File: src/dqs_pkg.sv
// Shared constants, codes and types of the double-ended queue with search.
// Used by dqs_ctrl, dqs_dp, the top level and the checker; depends on nothing.
package dqs_pkg;

  localparam int CAPACITY = 64;
  localparam int PTR_W    = $clog2(CAPACITY);
  localparam int CNT_W    = $clog2(CAPACITY + 1);
  localparam int STEP_W   = $clog2(CAPACITY / 2 + 1);
  localparam int WORD_W   = 32;
  localparam int OP_W     = 3;
  localparam int POS_W    = 7;
  localparam int ST_W     = 3;
  localparam int IN_W     = 40;
  localparam int OUT_W    = 56;

  localparam logic [OP_W-1:0] OP_PUSH_BACK  = 3'd0;
  localparam logic [OP_W-1:0] OP_PUSH_FRONT = 3'd1;
  localparam logic [OP_W-1:0] OP_POP_BACK   = 3'd2;
  localparam logic [OP_W-1:0] OP_POP_FRONT  = 3'd3;
  localparam logic [OP_W-1:0] OP_READ       = 3'd4;
  localparam logic [OP_W-1:0] OP_SEARCH     = 3'd5;

  localparam logic [ST_W-1:0] ST_OK       = 3'd0;
  localparam logic [ST_W-1:0] ST_EMPTY    = 3'd1;
  localparam logic [ST_W-1:0] ST_RANGE    = 3'd2;
  localparam logic [ST_W-1:0] ST_NOTFOUND = 3'd3;
  localparam logic [ST_W-1:0] ST_FULL     = 3'd4;

  typedef struct packed {
    logic load;
    logic exec;
    logic rd_fin;
    logic srch;
    logic out_load;
  } dqs_cmd_t;

  typedef struct packed {
    logic [OP_W-1:0] op;
    logic            empty;
    logic            srch_done;
  } dqs_stat_t;

  // Physical slot of the entry at offset off from base, modulo CAPACITY.
  function automatic logic [PTR_W-1:0] slot(input logic [PTR_W-1:0] base,
                                            input logic [CNT_W-1:0] off);
    logic [CNT_W:0] s;
    s = (CNT_W+1)'(base) + (CNT_W+1)'(off);
    if (s >= (CNT_W+1)'(CAPACITY)) begin
      s = s - (CNT_W+1)'(CAPACITY);
    end
    return s[PTR_W-1:0];
  endfunction

endpackage

File: src/dqs_dp.sv
// Datapath: entry memory with two registered read ports, front pointer, count,
// search step counters and result/output registers. Uses dqs_pkg.
module dqs_dp (
  input  logic                        clk,
  input  logic                        rst,
  input  dqs_pkg::dqs_cmd_t           cmd,
  output dqs_pkg::dqs_stat_t          stat,
  input  logic [dqs_pkg::OP_W-1:0]    in_op,
  input  logic [dqs_pkg::WORD_W-1:0]  in_value,
  input  logic [dqs_pkg::POS_W-1:0]   in_position,
  output logic [dqs_pkg::WORD_W-1:0]  out_data,
  output logic [dqs_pkg::STEP_W-1:0]  out_steps,
  output logic [dqs_pkg::ST_W-1:0]    out_status,
  output logic [dqs_pkg::CNT_W-1:0]   out_fill,
  output logic                        out_empty
);

  logic [dqs_pkg::OP_W-1:0]   op_r;
  logic [dqs_pkg::WORD_W-1:0] value_r;
  logic [dqs_pkg::POS_W-1:0]  pos_r;

  logic [dqs_pkg::PTR_W-1:0]  fp;
  logic [dqs_pkg::CNT_W-1:0]  cnt;
  logic [dqs_pkg::WORD_W-1:0] mem [dqs_pkg::CAPACITY];
  logic [dqs_pkg::WORD_W-1:0] rd_a;
  logic [dqs_pkg::WORD_W-1:0] rd_b;
  logic [dqs_pkg::PTR_W-1:0]  addr_a;
  logic [dqs_pkg::PTR_W-1:0]  addr_b;
  logic [dqs_pkg::PTR_W-1:0]  waddr;
  logic                       we;

  logic [dqs_pkg::CNT_W-1:0]  iss_k;
  logic [dqs_pkg::CNT_W-1:0]  cmp_k;
  logic                       cmp_v;
  logic [dqs_pkg::CNT_W:0]    cnt_inc;
  logic [dqs_pkg::CNT_W-1:0]  half;
  logic                       hit;
  logic                       full;
  logic                       empty;
  logic                       pos_bad;
  logic [dqs_pkg::PTR_W-1:0]  fp_dec;
  logic [dqs_pkg::PTR_W-1:0]  fp_inc;

  logic [dqs_pkg::WORD_W-1:0] res_data;
  logic [dqs_pkg::STEP_W-1:0] res_steps;
  logic [dqs_pkg::ST_W-1:0]   res_status;

  assign full    = (cnt == dqs_pkg::CNT_W'(dqs_pkg::CAPACITY));
  assign empty   = (cnt == '0);
  assign pos_bad = (pos_r == '0) || (dqs_pkg::CNT_W'(pos_r) > cnt);
  assign cnt_inc = {1'b0, cnt} + 1'b1;
  assign half    = cnt_inc[dqs_pkg::CNT_W:1];
  assign fp_dec  = (fp == '0) ? dqs_pkg::PTR_W'(dqs_pkg::CAPACITY - 1) : fp - 1'b1;
  assign fp_inc  = (fp == dqs_pkg::PTR_W'(dqs_pkg::CAPACITY - 1)) ? '0 : fp + 1'b1;
  assign hit     = cmp_v && ((rd_a == value_r) || (rd_b == value_r));

  assign stat.op        = op_r;
  assign stat.empty     = empty;
  assign stat.srch_done = hit || (cmp_v && (cmp_k == half));

  always_comb begin
    addr_a = fp;
    addr_b = fp;
    we     = 1'b0;
    waddr  = dqs_pkg::slot(fp, cnt);
    if (cmd.srch) begin
      addr_a = dqs_pkg::slot(fp, iss_k - 1'b1);
      addr_b = dqs_pkg::slot(fp, cnt - iss_k);
    end else begin
      case (op_r)
        dqs_pkg::OP_POP_BACK:  addr_a = dqs_pkg::slot(fp, cnt - 1'b1);
        dqs_pkg::OP_POP_FRONT: addr_a = fp;
        dqs_pkg::OP_READ:      addr_a = dqs_pkg::slot(fp, dqs_pkg::CNT_W'(pos_r) - 1'b1);
        default:               addr_a = fp;
      endcase
    end
    if (cmd.exec && !full) begin
      case (op_r)
        dqs_pkg::OP_PUSH_BACK: begin
          we    = 1'b1;
          waddr = dqs_pkg::slot(fp, cnt);
        end
        dqs_pkg::OP_PUSH_FRONT: begin
          we    = 1'b1;
          waddr = fp_dec;
        end
        default: we = 1'b0;
      endcase
    end
  end

  always_ff @(posedge clk) begin
    if (we) begin
      mem[waddr] <= value_r;
    end
    rd_a <= mem[addr_a];
    rd_b <= mem[addr_b];
  end

  always_ff @(posedge clk) begin
    if (rst) begin
      fp    <= '0;
      cnt   <= '0;
      cmp_v <= 1'b0;
    end else begin
      if (cmd.exec) begin
        cmp_v <= 1'b0;
        case (op_r)
          dqs_pkg::OP_PUSH_BACK: begin
            if (!full) cnt <= cnt + 1'b1;
          end
          dqs_pkg::OP_PUSH_FRONT: begin
            if (!full) begin
              fp  <= fp_dec;
              cnt <= cnt + 1'b1;
            end
          end
          dqs_pkg::OP_POP_BACK: begin
            if (!empty) begin
              cnt <= cnt - 1'b1;
              if (cnt == dqs_pkg::CNT_W'(1)) fp <= '0;
            end
          end
          dqs_pkg::OP_POP_FRONT: begin
            if (!empty) begin
              cnt <= cnt - 1'b1;
              fp  <= (cnt == dqs_pkg::CNT_W'(1)) ? '0 : fp_inc;
            end
          end
          default: cnt <= cnt;
        endcase
      end else if (cmd.srch) begin
        cmp_v <= 1'b1;
      end
    end
  end

  always_ff @(posedge clk) begin
    if (cmd.load) begin
      op_r    <= in_op;
      value_r <= in_value;
      pos_r   <= in_position;
    end
    if (cmd.exec) begin
      res_data   <= '0;
      res_steps  <= '0;
      res_status <= dqs_pkg::ST_OK;
      iss_k      <= dqs_pkg::CNT_W'(1);
      case (op_r)
        dqs_pkg::OP_PUSH_BACK, dqs_pkg::OP_PUSH_FRONT: begin
          if (full) res_status <= dqs_pkg::ST_FULL;
        end
        dqs_pkg::OP_POP_BACK, dqs_pkg::OP_POP_FRONT: begin
          if (empty) res_status <= dqs_pkg::ST_EMPTY;
        end
        dqs_pkg::OP_READ: begin
          if (pos_bad) res_status <= dqs_pkg::ST_RANGE;
        end
        dqs_pkg::OP_SEARCH: res_status <= dqs_pkg::ST_NOTFOUND;
        default:            res_status <= dqs_pkg::ST_OK;
      endcase
    end
    if (cmd.srch) begin
      iss_k <= iss_k + 1'b1;
      cmp_k <= iss_k;
      if (hit) begin
        res_steps  <= cmp_k[dqs_pkg::STEP_W-1:0];
        res_status <= dqs_pkg::ST_OK;
      end
    end
    if (cmd.rd_fin && (res_status == dqs_pkg::ST_OK)) begin
      res_data <= rd_a;
    end
    if (cmd.out_load) begin
      out_data   <= res_data;
      out_steps  <= res_steps;
      out_status <= res_status;
      out_fill   <= cnt;
      out_empty  <= empty;
    end
  end

endmodule

File: src/dqs_ctrl.sv
// Controller: sequences accept, execute, memory read, search and result hand-off,
// and owns the output valid flag. Uses dqs_pkg command and status types.
module dqs_ctrl (
  input  logic               clk,
  input  logic               rst,
  input  logic               s_tvalid,
  output logic               s_tready,
  output logic               m_tvalid,
  input  logic               m_tready,
  input  dqs_pkg::dqs_stat_t stat,
  output dqs_pkg::dqs_cmd_t  cmd
);

  localparam logic [2:0] S_IDLE = 3'd0;
  localparam logic [2:0] S_EXEC = 3'd1;
  localparam logic [2:0] S_READ = 3'd2;
  localparam logic [2:0] S_SRCH = 3'd3;
  localparam logic [2:0] S_DONE = 3'd4;

  logic [2:0] state;
  logic [2:0] state_next;
  logic       out_free;

  assign out_free = !m_tvalid || m_tready;
  assign s_tready = (state == S_IDLE);

  always_comb begin
    state_next = state;
    cmd        = '0;
    unique case (state)
      S_IDLE: begin
        if (s_tvalid) begin
          cmd.load   = 1'b1;
          state_next = S_EXEC;
        end
      end
      S_EXEC: begin
        cmd.exec = 1'b1;
        case (stat.op) inside
          dqs_pkg::OP_POP_BACK, dqs_pkg::OP_POP_FRONT, dqs_pkg::OP_READ:
            state_next = S_READ;
          dqs_pkg::OP_SEARCH:
            state_next = stat.empty ? S_DONE : S_SRCH;
          default:
            state_next = S_DONE;
        endcase
      end
      S_READ: begin
        cmd.rd_fin = 1'b1;
        state_next = S_DONE;
      end
      S_SRCH: begin
        cmd.srch = 1'b1;
        if (stat.srch_done) state_next = S_DONE;
      end
      S_DONE: begin
        if (out_free) begin
          cmd.out_load = 1'b1;
          state_next   = S_IDLE;
        end
      end
      default: state_next = S_IDLE;
    endcase
  end

  always_ff @(posedge clk) begin
    if (rst) begin
      state    <= S_IDLE;
      m_tvalid <= 1'b0;
    end else begin
      state <= state_next;
      if (cmd.out_load) begin
        m_tvalid <= 1'b1;
      end else if (m_tready) begin
        m_tvalid <= 1'b0;
      end
    end
  end

endmodule

File: src/double_ended_queue_with_search.sv
// Top level of the bounded double-ended queue with two-ended search.
// Instantiates dqs_ctrl and dqs_dp; uses dqs_pkg.
//
// Usage: one request per transfer on the s_ side (op in tuser, value and
// position in tdata), one result per request on the m_ side (data, steps,
// status, fill, empty flag).
// Requests are taken one at a time; s_tready is high only while the block is
// idle, and a held result in the output register does not stop a new request.
// Pop and read add one registered memory read before the result; a search
// adds k compare steps, where k is the match step, at most CAPACITY/2 (32),
// since two ends are compared per cycle through the memory's two read ports;
// a search of an empty queue skips the compare steps.
// The next request may be taken the cycle after the result enters the output
// register.
// Reset (rst, synchronous) empties the queue: fill 0, front slot 0, no result
// pending. Memory contents are not cleared; only written entries are read.
// When the receiver stalls, the result holds in the output register and one
// more request completes into an internal result stage before the block waits.
module double_ended_queue_with_search (
  input  logic                       clk,
  input  logic                       rst,
  input  logic                       s_tvalid,
  output logic                       s_tready,
  // op[2:0]
  input  logic [dqs_pkg::OP_W-1:0]   s_tuser,
  // value[31:0], position[38:32], zero pad to 40
  input  logic [dqs_pkg::IN_W-1:0]   s_tdata,
  output logic                       m_tvalid,
  input  logic                       m_tready,
  // data[31:0], steps[37:32], status[40:38], fill[47:41], empty[48], pad
  output logic [dqs_pkg::OUT_W-1:0]  m_tdata
);

  dqs_pkg::dqs_cmd_t           cmd;
  dqs_pkg::dqs_stat_t          stat;
  logic [dqs_pkg::WORD_W-1:0]  out_data;
  logic [dqs_pkg::STEP_W-1:0]  out_steps;
  logic [dqs_pkg::ST_W-1:0]    out_status;
  logic [dqs_pkg::CNT_W-1:0]   out_fill;
  logic                        out_empty;

  dqs_ctrl u_ctrl (
    .clk      (clk),
    .rst      (rst),
    .s_tvalid (s_tvalid),
    .s_tready (s_tready),
    .m_tvalid (m_tvalid),
    .m_tready (m_tready),
    .stat     (stat),
    .cmd      (cmd)
  );

  dqs_dp u_dp (
    .clk          (clk),
    .rst          (rst),
    .cmd          (cmd),
    .stat         (stat),
    .in_op        (s_tuser),
    .in_value     (s_tdata[31:0]),
    .in_position  (s_tdata[38:32]),
    .out_data     (out_data),
    .out_steps    (out_steps),
    .out_status   (out_status),
    .out_fill     (out_fill),
    .out_empty    (out_empty)
  );

  assign m_tdata = {7'b0, out_empty, out_fill, out_status, out_steps, out_data};

endmodule

File: config.mk
export PLATFORM = sky130hd
export DESIGN_NAME = double_ended_queue_with_search
export DESIGN_NICKNAME = d
export VERILOG_FILES = /design/src/dqs_pkg.sv /design/src/dqs_dp.sv /design/src/dqs_ctrl.sv /design/src/double_ended_queue_with_search.sv
export SDC_FILE = /design/constraint.sdc
export NUM_CORES = 2
export LEC_CHECK = 0
export BUFFER_PORTS_ARGS = -buffer_cell sky130_fd_sc_hd__buf_4
export CAP_MARGIN = 10
export CELL_PAD_IN_SITES_DETAIL_PLACEMENT = 2
export CELL_PAD_IN_SITES_GLOBAL_PLACEMENT = 2
export CORE_MARGIN = 5
export CORE_UTILIZATION = 50
export DETAILED_ROUTE_END_ITERATION = 6
export HOLD_SLACK_MARGIN = 0.1
export PLACE_DENSITY = 0.95
export SYNTH_ARGS = -nofsm -noshare
export SYNTH_HDL_FRONTEND = slang
export SYNTH_SLANG_ARGS = --single-unit
File: constraint.sdc
create_clock -name clk -period 13.5 [get_ports clk]
set_input_delay 1.35 -clock clk [delete_from_list [all_inputs] [get_ports clk]]
set_output_delay 1.35 -clock clk [all_outputs]
set_load 0.005 [all_outputs]
==> results.md, run 1 <==
- Area share of the largest cell type after synthesis: 61.5%
- Clk buf depth: 3
- Largest net degree at the start of global routing: 182
- H-Tree Depth: 4
- Clk sinks: 2276
- Synth area leaders: edfxtp_1 (61%), mux4_2 (12%), nand2_1 (4.6%), mux2i_1 (2.8%), a21oi_1 (2.0%)
- Number of CTS-inserted buffers: 236
- Die height: 472 um
- Synth Area in Adders: less than 1%
- Setup Fix Bufs, Post-CTS: 0
- Stage where the run ended: global routing (5_1_grt)
- IO Pins: between 100 and 150
- Synthesized area per cell: approximately 14 um^2
- Post-Syn Area: 0.107 mm^2
- Synth Warn #: 0
- Xor/xnor cell area share of the yosys netlist: 0.991%
- Placer Congestion: 0.895
- Port bufs: between 90 and 100
- DP Wirelength: 309000 um
- Log Error: [ERROR GRT-0183] Net u_dp.mem\[37\]\[31\]: the 3D maze router ran out of legal paths (heap underflow) - the net is boxed in by local congestion or blockages.
- EDFF count, synth: 2185
- Largest family of logic cells by synthesized area: multiplexers
- Initial Utilization: 50.3%
- Initial antenna violation count: 126
- Distinct cells, synth: 81
- Status: did not finish
- Cell count after synthesis: 7479
- Row count: 169
- Die Wd: 472 um
- Yosys reg bits: between 2000 and 2500
- Clock Tree Root: clkbuf_16
- Post-CTS Resized: 0
- Post-synthesis sequential area ratio: 63.2%
- Main flop type after synthesis: edfxtp_1
- Synth Area in Simple Gates: 8.56%
- Post-synthesis mux area share: 14.3%
- Hold Buf Count CTS: 0
- Post-synthesis compound-gate area fraction: 9.54%
- Most area-hungry cell type in the Yosys netlist: edfxtp_1
- FFs w/ async S/R, synth: 0%
-- Yosys cell counts (all sizes together), types with 49 or more instances --
| master | instances |
|---|---|
| edfxtp | 2185 |
| nand2 | 1314 |
| mux4 | 545 |
| a21oi | 433 |
| buf | 371 |
| mux2i | 300 |
| nand3 | 281 |
| a22oi | 262 |
| clkbuf | 234 |
| a221oi | 217 |
| nor2 | 158 |
| and3 | 129 |
| a31oi | 95 |
| dfxtp | 91 |
| o21ai | 85 |
| a32oi | 79 |
| xor2 | 76 |
| o31ai | 59 |
| nand4 | 52 |
| a221o | 51 |
| nor4 | 49 |
-- metrics by stage --
step	hold slack (ns)	instances	cell area (um^2)	util, %	setup WS, ns
after floorplan	0.400	7485	107000	-	9.21
after global placement	0.403	10003	111000	52.1	6.10
after detailed placement	0.407	10003	111000	52.1	5.63
after CTS	0.423	10453	118000	55.7	5.14
-- cells by family after synthesis --
group,after synthesis
AOI/OAI and AO/OA,1446
xor gates and xnor gates,119
adders and majority gates,47
buffers and inverters,637
DFF,2276
muxes,848
other,1
and+or+nand+nor,2105
==> run 2: changes to the inputs <==
--- a/config.mk
+++ b/config.mk
@@ -7,13 +7,10 @@
 export LEC_CHECK = 0
 export BUFFER_PORTS_ARGS = -buffer_cell sky130_fd_sc_hd__buf_4
 export CAP_MARGIN = 10
-export CELL_PAD_IN_SITES_DETAIL_PLACEMENT = 2
-export CELL_PAD_IN_SITES_GLOBAL_PLACEMENT = 2
 export CORE_MARGIN = 5
-export CORE_UTILIZATION = 50
+export CORE_UTILIZATION = 35
 export DETAILED_ROUTE_END_ITERATION = 6
-export HOLD_SLACK_MARGIN = 0.1
-export PLACE_DENSITY = 0.95
+export PLACE_DENSITY_LB_ADDON = 0.15
 export SYNTH_ARGS = -nofsm -noshare
 export SYNTH_HDL_FRONTEND = slang
 export SYNTH_SLANG_ARGS = --single-unit
==> results.md, run 2 <==
- Ratio of final minimum period to clock period: between 50% and 60%
- Status: complete, no violations
- Top cells by count, synth: edfxtp_1 (2185), nand2_1 (1314), mux4_2 (545)
- Worst r2r path cells: 16
- CTS tree: yes
- Post-DP Area: 0.112 mm^2 (+1.5%)
- Clk sinks: 2276 (unchanged)
- Area share of the largest cell type after synthesis: 61.5% (unchanged)
- Switching share of power: 37.4%
- Initial Utilization: 35.2% (-15 points)
- Worst-path clk slew: approximately 0.06 ns
- MaxCap Viol Count: 0
- Die Wd: 562 um (+19%)
- Post-synthesis sequential area ratio: 63.2% (unchanged)
- Hold Buf Count CTS: 0 (unchanged)
- Post-CTS Resized: 0 (unchanged)
- Hold slack: approximately 0.40 ns
- Arrival time worst endpoint: 8.08 ns
- Power per Cell Area: 193 mW/mm^2
- Cell mode on critical path: buf_4
- Top reg by flops: u_dp.mem
- Setup Fix Bufs, Post-CTS: 0 (unchanged)
- Routed vias/inst: between 6 and 7
- Die height: 562 um (+19%)
- Critical Path Slowest Stage Cell: a31o_4
- IR drop worst, VDD: 0.209 mV
- RSZ-0062 raised after global routing: false
- CP top delay family: buffers and inverters
- Worst-path maximum fanout: 112
- Critical path data required time: 14.31 ns
- Initial antenna violation count: 24
- Post-DRT Antenna Nets: 0
- Placer Congestion: 0.866 (-3.2%)
- Leading cell type in the layout, fill and taps excluded: edfxtp_1
- Clk buf depth: 4 (+1)
- Critical Path Sink Type: register
- Worst-path cell chain: nand2b_1 > nor2_1 > mux2i_1 > ha_1 > clkinv_1 > buf_4 > or3_2 > buf_4 > a31o_4 > buf_12 > buf_4 > nand2_1 > a32o_1 > nor4_1 > o31ai_1 > nand3_1
- Via count of the first global-routing pass: 70548
- H-Tree Depth: 5 (+1)
- Most frequent cells in the layout: edfxtp_1 (2185), nand2_1 (1313), mux4_2 (545)
- Yosys reg bits: 2276 (unchanged)
- Clock latency on the worst-skew pair: 0.89 ns
- Cell count after synthesis: 7479 (unchanged)
- WL final: 412000 um
- Die area: 0.316 mm^2
- Crit path launch type: register
- Hold depth: 0
- Largest net degree at the start of global routing: between 150 and 200
- Final setup fails: 0
- Cell area after layout: 0.121 mm^2
- Setup TNS: 0 ns
- Synthesized area per cell: 14.3 um^2 (unchanged)
- Post-Syn Area: 0.107 mm^2 (unchanged)
- WP buf/inv: 5
- IO Pins: 105 (unchanged)
- Share of cells above drive strength 1: 17.5%
- EDFF count, synth: 2185 (unchanged)
- Clock Skews: 0.0362 ns
- Fillers: 28001
- Final hold violation count: 0
- Pins Over Slew Limit: 0
- Post-DR wirelength/cell: 35.4 um
- Most area-hungry cell type in the Yosys netlist: edfxtp_1
- Critical path depth in cells: 16
- Via count: 72978
- Slew headroom: 20.1%
- Main flop type after synthesis: edfxtp_1
- Global-route wire length before repair: between 500000 and 600000 um
- Reg power frac: 36.7%
- Layout area overhead: 13.0%
- Row count: 202 (+20%)
- Sw Pwr: 8.73 mW
- Clock Tree Root: clkbuf_16
- Drt pass-1 iters: 7
- Worst Max-Slew Pin Slew: 1.20 ns
- DRC Markers: 0
- Crit-path max cell delay: ~0.8 ns
- FFs w/ async S/R, synth: 0% (unchanged)
- Clock power share: 30.0%
- Synth Warn #: 0 (unchanged)
- Logic pwr share: 33.4%
- Number of CTS-inserted buffers: 266 (+13%)
- Max FFs per register: 2048
- Distinct cells, synth: 81 (unchanged)
- Grt ovf: 0
- Max Freq: 138 MHz
- DRT iter0 DRCs: between 9000 and 10000
- Min Tclk post-route: 7.26 ns
- Top-count cell post-synth: edfxtp_1
- Port bufs: 96 (unchanged)
- Total track usage: between 20% and 30%
- Synth area leaders: edfxtp_1 (61%), mux4_2 (12%), nand2_1 (4.6%), mux2i_1 (2.8%), a21oi_1 (2.0%)
- Hold Crit Class: register to register
- Core Area: 0.303 mm^2
- DP Wirelength: 232000 um (-25%)
- Crit path kind: register to register
- Final net count: 7558
- Fin util: 39.8%
- Internal: 14.6 mW
- Lkg Pwr: approximately 40 nW
-- run 2: cell counts after synthesis --
No cell type changed its count.
-- run 2: cell type report --
| class | count | area [um^2] | area share, % |
|---|---|---|---|
| Timing Repair Buffer | 316 | 2660 | 2.21 |
| Multi-Input combinational cell | 4572 | 37100 | 30.8 |
| Antenna cell | 5 | 12.5 | 0.0104 |
| Clock inverter | 118 | 1010 | 0.836 |
| Clock buffer | 354 | 7280 | 6.03 |
| Sequential cell | 2276 | 67400 | 55.9 |
| Tap cell | 3978 | 4980 | 4.13 |
| Inverter | 32 | 123 | 0.102 |
-- run 2: logic make-up after synthesis --
group	synth area share [%]
fa+ha+maj	0.586
other cells	0.00351
buf+inv	2.79
mux	14.3
flops	63.2
compound gates	9.54
xor+xnor	0.991
simple gates	8.56
-- run 2: through the flow --
stage	total power, mW	setup slack, ns	std cells
finish	23.3	6.24	11651
global route	24.1	6.12	11647
CTS	23.4	6.47	11646
detailed placement	16.4	6.47	11174
global placement	16.3	6.47	11174
floorplan	13.1	9.21	7485
-- run 2: per-layer routing --
layer | vias up | part of all wire [%] | global-route usage (%)
met5 | - | 0 | 0
met4 | 0 | 5.5 | 12.2
met3 | 876 | 9.2 | 4.50
met2 | 4303 | 45 | 39.4
met1 | 37969 | 40 | 34.1
li1 | 29830 | - | -
-- run 2: final timing paths --
check,from,to,slack [ns]
max,u_dp.op_r[1],u_dp.rd_a[0],6.24
min,u_dp.res_data[14],u_dp.out_data[14],0.40
max reg2reg,u_dp.op_r[1],u_dp.rd_a[0],6.24
min reg2reg,u_dp.res_data[14],u_dp.out_data[14],0.40
-- run 2: power by group through the flow --
| stage | Clock, mW | Sequential (mW) | Combinational [mW] |
|---|---|---|---|
| after floorplan | 0 | 8.64 | 4.51 |
| after global placement | 0 | 8.68 | 7.66 |
| after detailed placement | 0 | 8.68 | 7.70 |
| after CTS | 7.12 | 8.53 | 7.72 |
| after global routing | 7.43 | 8.55 | 8.14 |
| final | 6.99 | 8.55 | 7.79 |
Power figures use the tool's default switching activity.
